--- config.mk ---
export PLATFORM = sky130hd
export DESIGN_NAME = pressure_sensor_compensation_top
export DESIGN_NICKNAME = d
export VERILOG_FILES = /design/src/hw/rtl/pss_pkg.sv /design/src/hw/rtl/pss_regs.sv /design/src/hw/rtl/pss_first.sv /design/src/hw/rtl/pss_second.sv /design/src/hw/rtl/pressure_sensor_compensation_top.sv
export SDC_FILE = /design/constraint.sdc
export NUM_CORES = 2
export LEC_CHECK = 0
export CORE_MARGIN = 1
export CORE_UTILIZATION = 30
export DETAILED_ROUTE_END_ITERATION = 8
export DONT_BUFFER_PORTS = 1
export PLACE_DENSITY_LB_ADDON = 0.25
export SYNTH_ARGS = -nofsm -noshare
export SYNTH_HDL_FRONTEND = slang
export SYNTH_SLANG_ARGS = --single-unit
--- constraint.sdc ---
create_clock -name clk -period 24.7 [get_ports clk]
set_input_delay 3.705 -clock clk [delete_from_list [all_inputs] [get_ports clk]]
set_output_delay 3.705 -clock clk [all_outputs]
set_load 0.01 [all_outputs]
--- src/hw/rtl/pss_pkg.sv ---
// Shared types and constants for the pressure sensor compensation pipeline.
// No dependencies; every other file of the block but pss_checker imports this package.
`timescale 1ns / 1ps
`default_nettype none

package pss_pkg;

  // Calibration coefficients unpacked from the four calibration words.
  typedef struct packed {
    logic [14:0] c1;
    logic [11:0] c2;
    logic [9:0]  c3;
    logic [9:0]  c4;
    logic [10:0] c5;
    logic [5:0]  c6;
  } coef_t;

  // First-order results handed to the second-order stages.
  typedef struct packed {
    logic signed [13:0] temp1;
    logic signed [18:0] p1;
    logic [24:0]        dsq;
    logic               lo;
    logic               hi;
  } mid_t;

  // Register indexes on the configuration port.
  localparam logic [1:0] REG_CAL_ONE   = 2'd0;
  localparam logic [1:0] REG_CAL_TWO   = 2'd1;
  localparam logic [1:0] REG_CAL_THREE = 2'd2;
  localparam logic [1:0] REG_CAL_FOUR  = 2'd3;

  localparam int UT1_OFFSET    = 20224;
  localparam int SENS_C6_OFS   = 50;
  localparam int OFF_REF       = 512;
  localparam int SENS_OFFSET   = 24576;
  localparam int D1_OFFSET     = 7168;
  localparam int P_OFFSET      = 2500;
  localparam int TEMP_REF      = 200;
  localparam int TEMP_HIGH     = 400;
  localparam int TEMP_HIGH_REF = 450;
  localparam int T2_C6_OFS     = 24;
  localparam int P_LO_REF      = 3500;
  localparam int P_HI_REF      = 10000;

  localparam int TEMP_MIN  = -32768;
  localparam int TEMP_MAX  = 32767;
  localparam int PRESS_MIN = -65536;
  localparam int PRESS_MAX = 65535;

endpackage

`default_nettype wire

--- src/hw/rtl/pss_regs.sv ---
// Calibration register file on an APB-style port and coefficient unpacking.
// Depends on pss_pkg for coef_t and the register indexes.
`timescale 1ns / 1ps
`default_nettype none

module pss_regs
  import pss_pkg::*;
(
  input  wire logic        clk,
  input  wire logic        rst,
  input  wire logic        psel,
  input  wire logic        penable,
  input  wire logic        pwrite,
  input  wire logic [3:0]  paddr,
  input  wire logic [31:0] pwdata,
  output logic [31:0]      prdata,
  output logic             pready,
  output coef_t            coef
);

  logic [15:0] w1;
  logic [15:0] w2;
  logic [15:0] w3;
  logic [15:0] w4;
  logic        wr;
  logic [1:0]  idx;

  assign pready = 1'b1;
  assign wr     = psel && penable && pwrite;
  assign idx    = paddr[3:2];

  always_ff @(posedge clk) begin
    if (rst) begin
      w1 <= '0;
      w2 <= '0;
      w3 <= '0;
      w4 <= '0;
    end else if (wr) begin
      case (idx)
        REG_CAL_ONE:   w1 <= pwdata[15:0];
        REG_CAL_TWO:   w2 <= pwdata[15:0];
        REG_CAL_THREE: w3 <= pwdata[15:0];
        REG_CAL_FOUR:  w4 <= pwdata[15:0];
        default: ;
      endcase
    end
  end

  always_comb begin
    case (idx)
      REG_CAL_ONE:   prdata = {16'd0, w1};
      REG_CAL_TWO:   prdata = {16'd0, w2};
      REG_CAL_THREE: prdata = {16'd0, w3};
      REG_CAL_FOUR:  prdata = {16'd0, w4};
      default:       prdata = '0;
    endcase
  end

  assign coef.c1 = w1[15:1];
  assign coef.c2 = {w3[5:0], w4[5:0]};
  assign coef.c3 = w4[15:6];
  assign coef.c4 = w3[15:6];
  assign coef.c5 = {w1[0], w2[15:6]};
  assign coef.c6 = w2[5:0];

endmodule

`default_nettype wire

--- src/hw/rtl/pss_first.sv ---
// First-order compensation: five pipeline stages from raw counts to the
// first-order temperature and pressure. Depends on pss_pkg.
`timescale 1ns / 1ps
`default_nettype none

module pss_first
  import pss_pkg::*;
(
  input  wire logic        clk,
  input  wire logic        rst,
  input  coef_t            coef,
  input  wire logic        in_valid,
  output logic             in_ready,
  input  wire logic [15:0] d1,
  input  wire logic [15:0] d2,
  output logic             out_valid,
  input  wire logic        out_ready,
  output mid_t             out_data
);

  logic [4:0] vld;
  logic [4:0] en;

  // A stage takes new data when it is empty or the next one moves on.
  always_comb begin
    en[4] = !vld[4] || out_ready;
    for (int i = 3; i >= 0; i--) begin
      en[i] = !vld[i] || en[i+1];
    end
  end

  assign in_ready  = en[0];
  assign out_valid = vld[4];

  always_ff @(posedge clk) begin
    if (rst) begin
      vld <= '0;
    end else begin
      if (en[0]) vld[0] <= in_valid;
      for (int i = 1; i < 5; i++) begin
        if (en[i]) vld[i] <= vld[i-1];
      end
    end
  end

  // Stage 1: offsets of the raw counts.
  logic [15:0]        ut1;
  logic signed [16:0] dt;
  logic signed [16:0] dd1;
  logic signed [16:0] s1_dt;
  logic signed [16:0] s1_dd1;

  assign ut1 = 16'({coef.c5, 3'b000}) + 16'(UT1_OFFSET);
  assign dt  = $signed({1'b0, d2}) - $signed({1'b0, ut1});
  assign dd1 = $signed({1'b0, d1}) - 17'(D1_OFFSET);

  always_ff @(posedge clk) begin
    if (en[0]) begin
      s1_dt  <= dt;
      s1_dd1 <= dd1;
    end
  end

  // Stage 2: the three products with the temperature difference.
  logic [6:0]         c6p50;
  logic signed [10:0] c4m;
  logic signed [23:0] s2_mt;
  logic signed [25:0] s2_mo;
  logic signed [26:0] s2_ms;
  logic signed [16:0] s2_dd1;

  assign c6p50 = {1'b0, coef.c6} + 7'(SENS_C6_OFS);
  assign c4m   = $signed({1'b0, coef.c4}) - 11'(OFF_REF);

  always_ff @(posedge clk) begin
    if (en[1]) begin
      s2_mt  <= 24'(s1_dt) * 24'($signed({1'b0, c6p50}));
      s2_mo  <= 26'(c4m) * 26'(s1_dt);
      s2_ms  <= 27'($signed({1'b0, coef.c3})) * 27'(s1_dt);
      s2_dd1 <= s1_dd1;
    end
  end

  // Stage 3: first-order temperature, offset and sensitivity.
  logic signed [13:0] s3_temp1;
  logic signed [15:0] s3_off;
  logic signed [17:0] s3_sens;
  logic signed [16:0] s3_dd1;

  always_ff @(posedge clk) begin
    if (en[2]) begin
      s3_temp1 <= 14'(s2_mt >>> 10) + 14'(TEMP_REF);
      s3_off   <= $signed({2'b00, coef.c2, 2'b00}) + 16'(s2_mo >>> 12);
      s3_sens  <= $signed({3'b000, coef.c1}) + 18'(s2_ms >>> 10) + 18'(SENS_OFFSET);
      s3_dd1   <= s2_dd1;
    end
  end

  // Stage 4: sensitivity times pressure count; pick the correction band.
  logic               lo;
  logic               hi;
  logic signed [13:0] d;
  logic signed [33:0] s4_prod;
  logic signed [15:0] s4_off;
  logic signed [13:0] s4_temp1;
  logic signed [13:0] s4_d;
  logic               s4_lo;
  logic               s4_hi;

  assign lo = s3_temp1 < 14'(TEMP_REF);
  assign hi = s3_temp1 > 14'(TEMP_HIGH);
  assign d  = lo ? 14'(TEMP_REF) - s3_temp1 : 14'(TEMP_HIGH_REF) - s3_temp1;

  always_ff @(posedge clk) begin
    if (en[3]) begin
      s4_prod  <= 34'(s3_sens) * 34'(s3_dd1);
      s4_off   <= s3_off;
      s4_temp1 <= s3_temp1;
      s4_d     <= d;
      s4_lo    <= lo;
      s4_hi    <= hi;
    end
  end

  // Stage 5: first-order pressure and the squared band distance.
  logic signed [20:0] x;
  logic signed [24:0] x10;
  logic signed [25:0] dsq;

  assign x   = 21'(s4_prod >>> 14) - 21'(s4_off);
  assign x10 = (25'(x) <<< 3) + (25'(x) <<< 1);
  assign dsq = 26'(s4_d) * 26'(s4_d);

  always_ff @(posedge clk) begin
    if (en[4]) begin
      out_data.temp1 <= s4_temp1;
      out_data.p1    <= 19'(x10 >>> 5) + 19'(P_OFFSET);
      out_data.dsq   <= dsq[24:0];
      out_data.lo    <= s4_lo;
      out_data.hi    <= s4_hi;
    end
  end

endmodule

`default_nettype wire

--- src/hw/rtl/pss_second.sv ---
// Second-order correction and saturation: three pipeline stages, the last
// of which is the output register. Depends on pss_pkg.
`timescale 1ns / 1ps
`default_nettype none

module pss_second
  import pss_pkg::*;
(
  input  wire logic   clk,
  input  wire logic   rst,
  input  coef_t       coef,
  input  wire logic   in_valid,
  output logic        in_ready,
  input  mid_t        in_data,
  output logic        out_valid,
  input  wire logic   out_ready,
  output logic signed [15:0] temperature_tenths,
  output logic signed [16:0] pressure_tenths
);

  logic [2:0] vld;
  logic [2:0] en;

  always_comb begin
    en[2] = !vld[2] || out_ready;
    en[1] = !vld[1] || en[2];
    en[0] = !vld[0] || en[1];
  end

  assign in_ready  = en[0];
  assign out_valid = vld[2];

  always_ff @(posedge clk) begin
    if (rst) begin
      vld <= '0;
    end else begin
      if (en[0]) vld[0] <= in_valid;
      if (en[1]) vld[1] <= vld[0];
      if (en[2]) vld[2] <= vld[1];
    end
  end

  // Stage 6: band gain times squared distance. Outside both bands the gain
  // is zero, so the whole correction comes out zero.
  logic [6:0]         c6p24;
  logic [9:0]         k11;
  logic [8:0]         k3;
  logic [9:0]         k;
  logic signed [19:0] pd;
  logic [33:0]        s6_kx;
  logic signed [19:0] s6_pd;
  logic signed [13:0] s6_temp1;
  logic signed [18:0] s6_p1;
  logic               s6_lo;

  assign c6p24 = {1'b0, coef.c6} + 7'(T2_C6_OFS);
  assign k11   = {c6p24, 3'b000} + 10'({c6p24, 1'b0}) + 10'(c6p24);
  assign k3    = {c6p24, 1'b0} + 9'(c6p24);
  assign k     = in_data.lo ? k11 : (in_data.hi ? 10'(k3) : '0);
  assign pd    = in_data.lo ? 20'(in_data.p1) - 20'(P_LO_REF)
                            : 20'(in_data.p1) - 20'(P_HI_REF);

  always_ff @(posedge clk) begin
    if (en[0]) begin
      s6_kx    <= 34'(k) * 34'(in_data.dsq);
      s6_pd    <= pd;
      s6_temp1 <= in_data.temp1;
      s6_p1    <= in_data.p1;
      s6_lo    <= in_data.lo;
    end
  end

  // Stage 7: temperature correction and its product with the pressure.
  logic [13:0]        t2;
  logic [15:0]        m;
  logic signed [36:0] s7_prod2;
  logic [13:0]        s7_t2;
  logic signed [13:0] s7_temp1;
  logic signed [18:0] s7_p1;
  logic               s7_lo;

  assign t2 = s6_kx[33:20];
  assign m  = s6_lo ? 16'({t2, 1'b0}) + 16'(t2) : 16'(t2);

  always_ff @(posedge clk) begin
    if (en[1]) begin
      s7_prod2 <= 37'($signed({1'b0, m})) * 37'(s6_pd);
      s7_t2    <= t2;
      s7_temp1 <= s6_temp1;
      s7_p1    <= s6_p1;
      s7_lo    <= s6_lo;
    end
  end

  // Stage 8: apply both corrections and saturate into the output register.
  logic signed [23:0] p2;
  logic signed [16:0] tf;
  logic signed [24:0] pf;
  logic signed [15:0] tsat;
  logic signed [16:0] psat;

  assign p2 = s7_lo ? 24'(s7_prod2 >>> 14) : 24'(s7_prod2 >>> 13);
  assign tf = 17'(s7_temp1) - $signed({3'b000, s7_t2});
  assign pf = 25'(s7_p1) - 25'(p2);

  always_comb begin
    if (tf < 17'(TEMP_MIN)) begin
      tsat = 16'(TEMP_MIN);
    end else if (tf > 17'(TEMP_MAX)) begin
      tsat = 16'(TEMP_MAX);
    end else begin
      tsat = 16'(tf);
    end
    if (pf < 25'(PRESS_MIN)) begin
      psat = 17'(PRESS_MIN);
    end else if (pf > 25'(PRESS_MAX)) begin
      psat = 17'(PRESS_MAX);
    end else begin
      psat = 17'(pf);
    end
  end

  always_ff @(posedge clk) begin
    if (en[2]) begin
      temperature_tenths <= tsat;
      pressure_tenths    <= psat;
    end
  end

endmodule

`default_nettype wire

--- src/hw/rtl/pressure_sensor_compensation_top.sv ---
// Top level of the pressure sensor compensation block.
// Instantiates pss_regs, pss_first and pss_second; uses pss_pkg.
`timescale 1ns / 1ps
`default_nettype none

// The block takes one beat of raw pressure and temperature counts per clock
// while the output side does not stall, and returns one beat with the
// compensated temperature (0.1 C) and pressure (0.1 mbar), both saturated.
// It is an eight-stage pipeline, and a new beat can be taken in every cycle
// in which the output side does not stall. When the output side stalls, only
// the stages that hold data stop; empty stages keep filling. The user must
// write calibration words over the APB port only while no beat is in
// flight; the block itself does not enforce this.
module pressure_sensor_compensation_top
  import pss_pkg::*;
(
  input  wire logic        clk,
  input  wire logic        rst,
  input  wire logic        psel,
  input  wire logic        penable,
  input  wire logic        pwrite,
  input  wire logic [3:0]  paddr,
  input  wire logic [31:0] pwdata,
  output logic [31:0]      prdata,
  output logic             pready,
  input  wire logic        s_tvalid,
  output logic             s_tready,
  input  wire logic [31:0] s_tdata,   // raw_pressure [15:0], raw_temperature [31:16]
  output logic             m_tvalid,
  input  wire logic        m_tready,
  output logic [39:0]      m_tdata    // temperature_tenths [15:0], pressure_tenths [32:16]
);

  coef_t              coef;
  mid_t               mid;
  logic               mid_valid;
  logic               mid_ready;
  logic signed [15:0] temperature_tenths;
  logic signed [16:0] pressure_tenths;

  pss_regs u_regs (
    .clk     (clk),
    .rst     (rst),
    .psel    (psel),
    .penable (penable),
    .pwrite  (pwrite),
    .paddr   (paddr),
    .pwdata  (pwdata),
    .prdata  (prdata),
    .pready  (pready),
    .coef    (coef)
  );

  pss_first u_first (
    .clk       (clk),
    .rst       (rst),
    .coef      (coef),
    .in_valid  (s_tvalid),
    .in_ready  (s_tready),
    .d1        (s_tdata[15:0]),
    .d2        (s_tdata[31:16]),
    .out_valid (mid_valid),
    .out_ready (mid_ready),
    .out_data  (mid)
  );

  pss_second u_second (
    .clk                (clk),
    .rst                (rst),
    .coef               (coef),
    .in_valid           (mid_valid),
    .in_ready           (mid_ready),
    .in_data            (mid),
    .out_valid          (m_tvalid),
    .out_ready          (m_tready),
    .temperature_tenths (temperature_tenths),
    .pressure_tenths    (pressure_tenths)
  );

  assign m_tdata = {7'd0, pressure_tenths, temperature_tenths};

endmodule

`default_nettype wire

After elaboration in Yosys (flattened, before gate mapping):

Cells that the tools add are included.

* add/sub/neg operators: 23
* multiply operators: 7
* magnitude comparators: 6
* eq/ne operators: 3
* mux-type cells: 9
* reduce and logical (&&, ||, !) cells: 23

Operators with widths (count)
* one-hot mux 32 bit (4 select lines): 1
* multiplier 17 x 20 -> 37 bit: 1
* multiplier 10 x 25 -> 34 bit: 1
* multiplier 18 x 17 -> 34 bit: 1
* adder 15 x 14 -> 16 bit: 2
* two-way mux 16 bit: 2
* multiplier 11 x 17 -> 27 bit: 1
* multiplier 11 x 17 -> 26 bit: 1
* greater-than comparator 25 x 17 -> 1 bit (second input constant): 1
* < comparator 25 x 17 -> 1 bit (second input constant): 1
* multiplier 14 x 14 -> 25 bit: 1
* subtractor 19 x 24 -> 25 bit: 1
* adder 24 x 22 -> 24 bit: 1
* multiplier 17 x 8 -> 24 bit: 1
* two-way mux 23 bit: 1
* subtractor 20 x 16 -> 21 bit: 1
* two-way mux 20 bit: 1
* subtractor 19 x 13 -> 20 bit (second input constant): 1
* subtractor 19 x 15 -> 20 bit (second input constant): 1
* adder 19 x 13 -> 19 bit (second input constant): 1
* adder 16 x 17 -> 18 bit: 1
* adder 18 x 16 -> 18 bit (second input constant): 1
* greater-than comparator 17 x 16 -> 1 bit (second input constant): 1
* < comparator 17 x 16 -> 1 bit (second input constant): 1
* 26 further kinds: 45

* bits in registers: 611
* input bits: 75
* output and inout port bits: 75
* logic and storage cells: 116

Longest topological paths before layout:

* depth after elaboration: 9
* mapped depth: 37
* depth with buffers taken out: 36

Hierarchy:

From an unflattened synthesis, not the netlist that was laid out.

* cell total of the unflattened synthesis: 7797
* area, all modules: 77563.1 um^2

By module, submodules not included
* pss_first: instances 1, cells an instance 4594, area an instance 46163.0 um^2, seq. area each 8628.3 um^2
* pss_second: instances 1, cells an instance 2927, area an instance 28222.1 um^2, seq. area each 5195.0 um^2
* pss_regs: instances 1, cells an instance 268, area an instance 3121.7 um^2, seq. area each 1281.2 um^2
* pressure_sensor_compensation_top: instances 1, cells an instance 8, area an instance 56.3 um^2, seq. area each 0.0 um^2

Least setup slack after synthesis:

Ideal clock, no wire load.

* path type: input-to-output
* from: input port m_tready
* to: output port s_tready
* arrival: 7.509 ns
* data required time: 20.995 ns
* slack: 13.486 ns
* cell stages on the path: 6
* buffers on the path: 1
* path through: nor2b_1 -> and2_1 -> and3_1 -> clkbuf_1 -> nand4_1 -> or2_2

* word-level cells in the longest chain between the ends: 8

Ends and longest elaborated chain
* start: declaration: RTL line pressure_sensor_compensation_top.sv:30 `input wire logic m_tready,`
* logical OR 1 bit: RTL line pss_second.sv:25 `en[2] = !vld[2] || out_ready;`
* logical OR 1 bit: RTL line pss_second.sv:26 `en[1] = !vld[1] || en[2];`
* logical OR 1 bit: RTL line pss_second.sv:27 `en[0] = !vld[0] || en[1];`
* logical OR 1 bit: RTL line pss_first.sv:26 `en[4] = !vld[4] || out_ready;`
* logical OR 1 bit (3 in a row): RTL line pss_first.sv:28 `en[i] = !vld[i] || en[i+1];`
* named net u_first.en[1]: RTL line pss_first.sv:22 `logic [4:0] en;`
* logical OR 1 bit: RTL line pss_first.sv:28
* end: declaration: RTL line pressure_sensor_compensation_top.sv:27 `output logic s_tready,`

The timed path passes the listed nets, and every way through them passes these cells.

Worst setup path after layout:

* from: register u_regs.w2[3]
* to: register u_second.s6_kx[32] (data pin)

* word-level cells in the longest chain between the ends: 5
* elaborated cells on any way between the ends: 7
* those cells by class: 4 x add/sub; 1 x mul; 2 x mux

Ends and longest elaborated chain
* start: declaration: RTL line pss_regs.sv:22 `logic [15:0] w2;`
* start signal: assignment: RTL line pss_regs.sv:41 `REG_CAL_TWO: w2 <= pwdata[15:0];`
* adder 6 x 5 -> 7 bit (*): RTL line pss_second.sv:56 `assign c6p24 = {1'b0, coef.c6} + 7'(T2_C6_OFS);`
* adder 10 x 8 -> 10 bit / adder 8 x 7 -> 9 bit (equally long branches): RTL line pss_second.sv:57, pss_second.sv:58
* adder 10 x 7 -> 10 bit / two-way mux 9 bit (equally long branches): RTL line pss_second.sv:57, pss_second.sv:59
* two-way mux 10 bit (*): RTL line pss_second.sv:59 `assign k = in_data.lo ? k11 : (in_data.hi ? 10'(k3) : '0);`
* multiplier 10 x 25 -> 34 bit (*): RTL line pss_second.sv:65 `s6_kx <= 34'(k) * 34'(in_data.dsq);`
* end signal: assignment: RTL line pss_second.sv:65
* end: declaration: RTL line pss_second.sv:50 `logic [33:0] s6_kx;`

Mark *: on every way between the ends. The rest lies on a longest branch, timed or not.
A chain may end at the register's enable or synchronous reset.

==> flow_metrics.py <==
metrics = {
    "timing": {
        "final.period_utilization_pct": 39.6,
        "tns_ns": 0,
        "setup_slack_ns": 14.93,
        "clock.fmax_mhz": 102,
        "final_hold_viol_count": 0,
        "skew_ns": 0.0392,
        "setup_viol": 0,
        "period_minus_slack_ns": 9.77,
        "tightest_slew_ns": 1.19,
        "maxSlewViolCount": 0,
        "rsz0062_at_grt": "no",
        "max_slew_margin_pct": 20.4,
    },
    "placed_design": {
        "gp_congestion": 0.832,
        "dpl.hpwl_um": 147000,
        "pre_cts_ws_ns": 14.91,
        "port_buffers": 0,
    },
    "drt": {
        "drc": 5,
        "wire_per_inst_um": 17.2,
        "detail-route-antenna-nets": 0,
        "viasPerCell": 4.57,
        "vias": 49900,
        "dr.pass1.iters": 7,
        "routed_wirelength_um": 188000,
        "drtIter0Drc": 2376,
    },
    "cts": {
        "clk_latency_ns": 0.70,
        "ctsHoldBuffers": 0,
        "root_buffer": "clkbuf_16",
        "cts_made_buffers": 69,
        "cts_setup_buffers": 0,
        "clock-sinks": 527,
        "clockBufferDepth": 3,
        "cts.clk_slew.worst_paths_ns": 0.06,
        "cts_resized": 0,
        "h-tree-depth": 3,
        "cts_tree": "yes",
    },
    "setup_path": {
        "slowest_delay_ns": 0.69,
        "critical-path-top-delay-family": "adder cells",
        "critPathArrivalTime_ns": 10.19,
        "critPathCaptureType": "flip-flop",
        "crit_start": "u_regs.w2[3]$_SDFFE_PP0P_",
        "timing.rr.end": "u_second.s6_kx[32]$_DFFE_PP_",
        "crit_fanout": 24,
        "crit_cells": 35,
        "cp_data_required_time_ns": 25.11,
        "r2r-start": "u_regs.w2[3]$_SDFFE_PP0P_",
        "start_kind": "flip-flop",
        "timing_worst_setup_path_type": "flip-flop to flip-flop",
        "endpoint": "u_second.s6_kx[32]$_DFFE_PP_",
        "cpMaxStageDelayCell": "dfxtp_1",
        "r2r_setup_slack_ns": 14.93,
        "worst-path-buf-inv": 6,
        "worstRegToRegCells": 35,
    },
    "grt": {
        "grt_start_max_net_pins": 73,
        "grt_pass1_vias": 54000,
        "grt_overflow": 0,
        "antenna_found_initial": 7,
        "grt_use_total_pct": 15.1,
        "grt_pass1_wl_um": 304000,
    },
    "min_path": {
        "hold_class": "flip-flop to flip-flop",
        "hp-start": "u_second.s6_p1[12]$_DFFE_PP_",
    },
    "finish": {
        "final_nets": 9592,
        "drive_gt1_share_pct": 3.59,
        "fillers": 25800,
        "area_growth_pct": 7.74,
    },
    "floorplanning": {
        "rows": 184,
        "start_util_pct": 30.2,
        "dieArea_um2": 255000,
        "die_w_um": 505,
        "die_h_um": 505,
        "core-area_um2": 252000,
        "pin_count": 150,
    },
    "synthesis": {
        "ys_types": 84,
        "synth_ff_type": "edfxtp_1",
        "synthArstFlopShare_pct": 0,
        "syn_inst": 7665,
        "synth-edff-count": 455,
        "netlist_area_um2": 76000,
        "synth-warning-count": 0,
        "yosys_register_bits": 527,
        "avgSynthCellArea_um2": 9.91,
        "seq_area_frac_synth_pct": 19.9,
    },
    "outcome": {
        "status": "complete, but fails checks",
        "failed_checks": "design-rule violations",
    },
    "flow_run": {
        "maxCapViolations": 0,
    },
}
-- logic make-up after synthesis --
group,after synthesis,synth area share [%]
fa+ha+maj,1996,46.3
simple gates,2130,13.7
buf+inv,1961,9.80
xor+xnor,340,3.92
other cells,2,0.00988
flops,527,19.9
mux,57,1.04
compound gates,652,5.41
-- placed cells by master, fill, tap and decap left out, drive strengths merged, types with 77 or more instances in the layout --
cell type / count
inv: 1656
o21ai: 103
clkbuf: 77
a21oi: 265
edfxtp: 455
and2: 564
fa: 1357
xor2: 90
nand2: 937
nor2: 201
ha: 639
nor2b: 102
xnor2: 250
-- worst min-delay path by stage --
stage | depth (start not counted) | end
after floorplan | 0 | u_first.out_data[0]$_DFFE_PP_
after global placement | 0 | u_first.s3_dd1[11]$_DFFE_PP_
after detailed placement | 0 | u_first.out_data[55]$_DFFE_PP_
after CTS | 0 | u_second.s7_p1[12]$_DFFE_PP_
after global routing | 0 | u_second.s7_p1[3]$_DFFE_PP_
final | 0 | u_second.s7_p1[12]$_DFFE_PP_
-- worst reg2reg max path: cells and delay by family, from the launching register on --
kind	cells	cell delay, ns
xor+xnor	4	0.76
flops	1	0.69
fa+ha+maj	8	3.79
compound gates	14	3.02
simple gates	3	0.50
buf+inv	6	0.73
-- routing by layer --
metal / vias up / wire length (µm) / global-route usage (%)
met1: 25700 / 86200 / 20.2
met3: 201 / 7250 / 2.03
met2: 840 / 90800 / 25.9
met4: 0 / 3990 / 3.54
met5: - / 0 / 0
li1: 23200 / - / -
-- cells in the mapped netlist (all sizes together) (56+ instances only) --
cell type  number  share of area, %
a21o           58              0.57
a21oi         265               1.8
and2          564               4.6
and3           62              0.52
buf            56              0.40
clkbuf        258               1.3
dfxtp          72               1.9
edfxtp        455                18
fa           1357                36
ha            639                11
inv          1646               8.1
nand2         937               4.6
nand2b         56              0.46
nand3          58              0.38
nor2          201              0.99
nor2b         102              0.84
nor3           60              0.40
o21ai         103              0.68
xnor2         250               2.9
xor2           90               1.0
-- final cells by class --
class | count | area [µm²] | share of cell area [%]
diodes | 3 | 7.51 | 0.00917
clock buffers | 77 | 1800 | 2.20
clock inverters | 48 | 428 | 0.523
inverters | 1647 | 6180 | 7.55
multi-input cells | 5201 | 53600 | 65.5
flip-flops and latches | 527 | 15100 | 18.4
well taps | 3348 | 4190 | 5.12
repair buffers | 75 | 563 | 0.688
-- stage by stage --
step / util [%] / std cells / hold WS (ns) / cell area, µm²
6_report: 32.5 / 10900 / 0.411 / 81900
4_1_cts: 32.5 / 10900 / 0.410 / 81900
3_5_place_dp: 31.6 / 10800 / 0.405 / 79600
2_1_floorplan: - / 7689 / 0.400 / 76100
5_1_grt: 32.5 / 10900 / 0.421 / 81900
3_3_place_gp: 31.6 / 10800 / 0.402 / 79600
-- state kept, by name, indices dropped and copies added (netlist names), 17 cells and up --
signal                    count
u_first.s3_dd1               17
u_second.s7_p1               19
u_second.s6_pd               18
u_second.s6_p1               19
u_first.s2_ms                17
u_first.s4_prod              20
u_first.s2_dd1               17
u_first.s1_dd1               17
u_first.s3_sens              18
u_first.s1_dt                17
u_second.pressure_tenths     17
u_second.s7_prod2            24
u_first.out_data             58
Power is left out: the tool's default activity adds up to more than one toggle a clock period on the data nets, which glitch-free logic cannot reach.
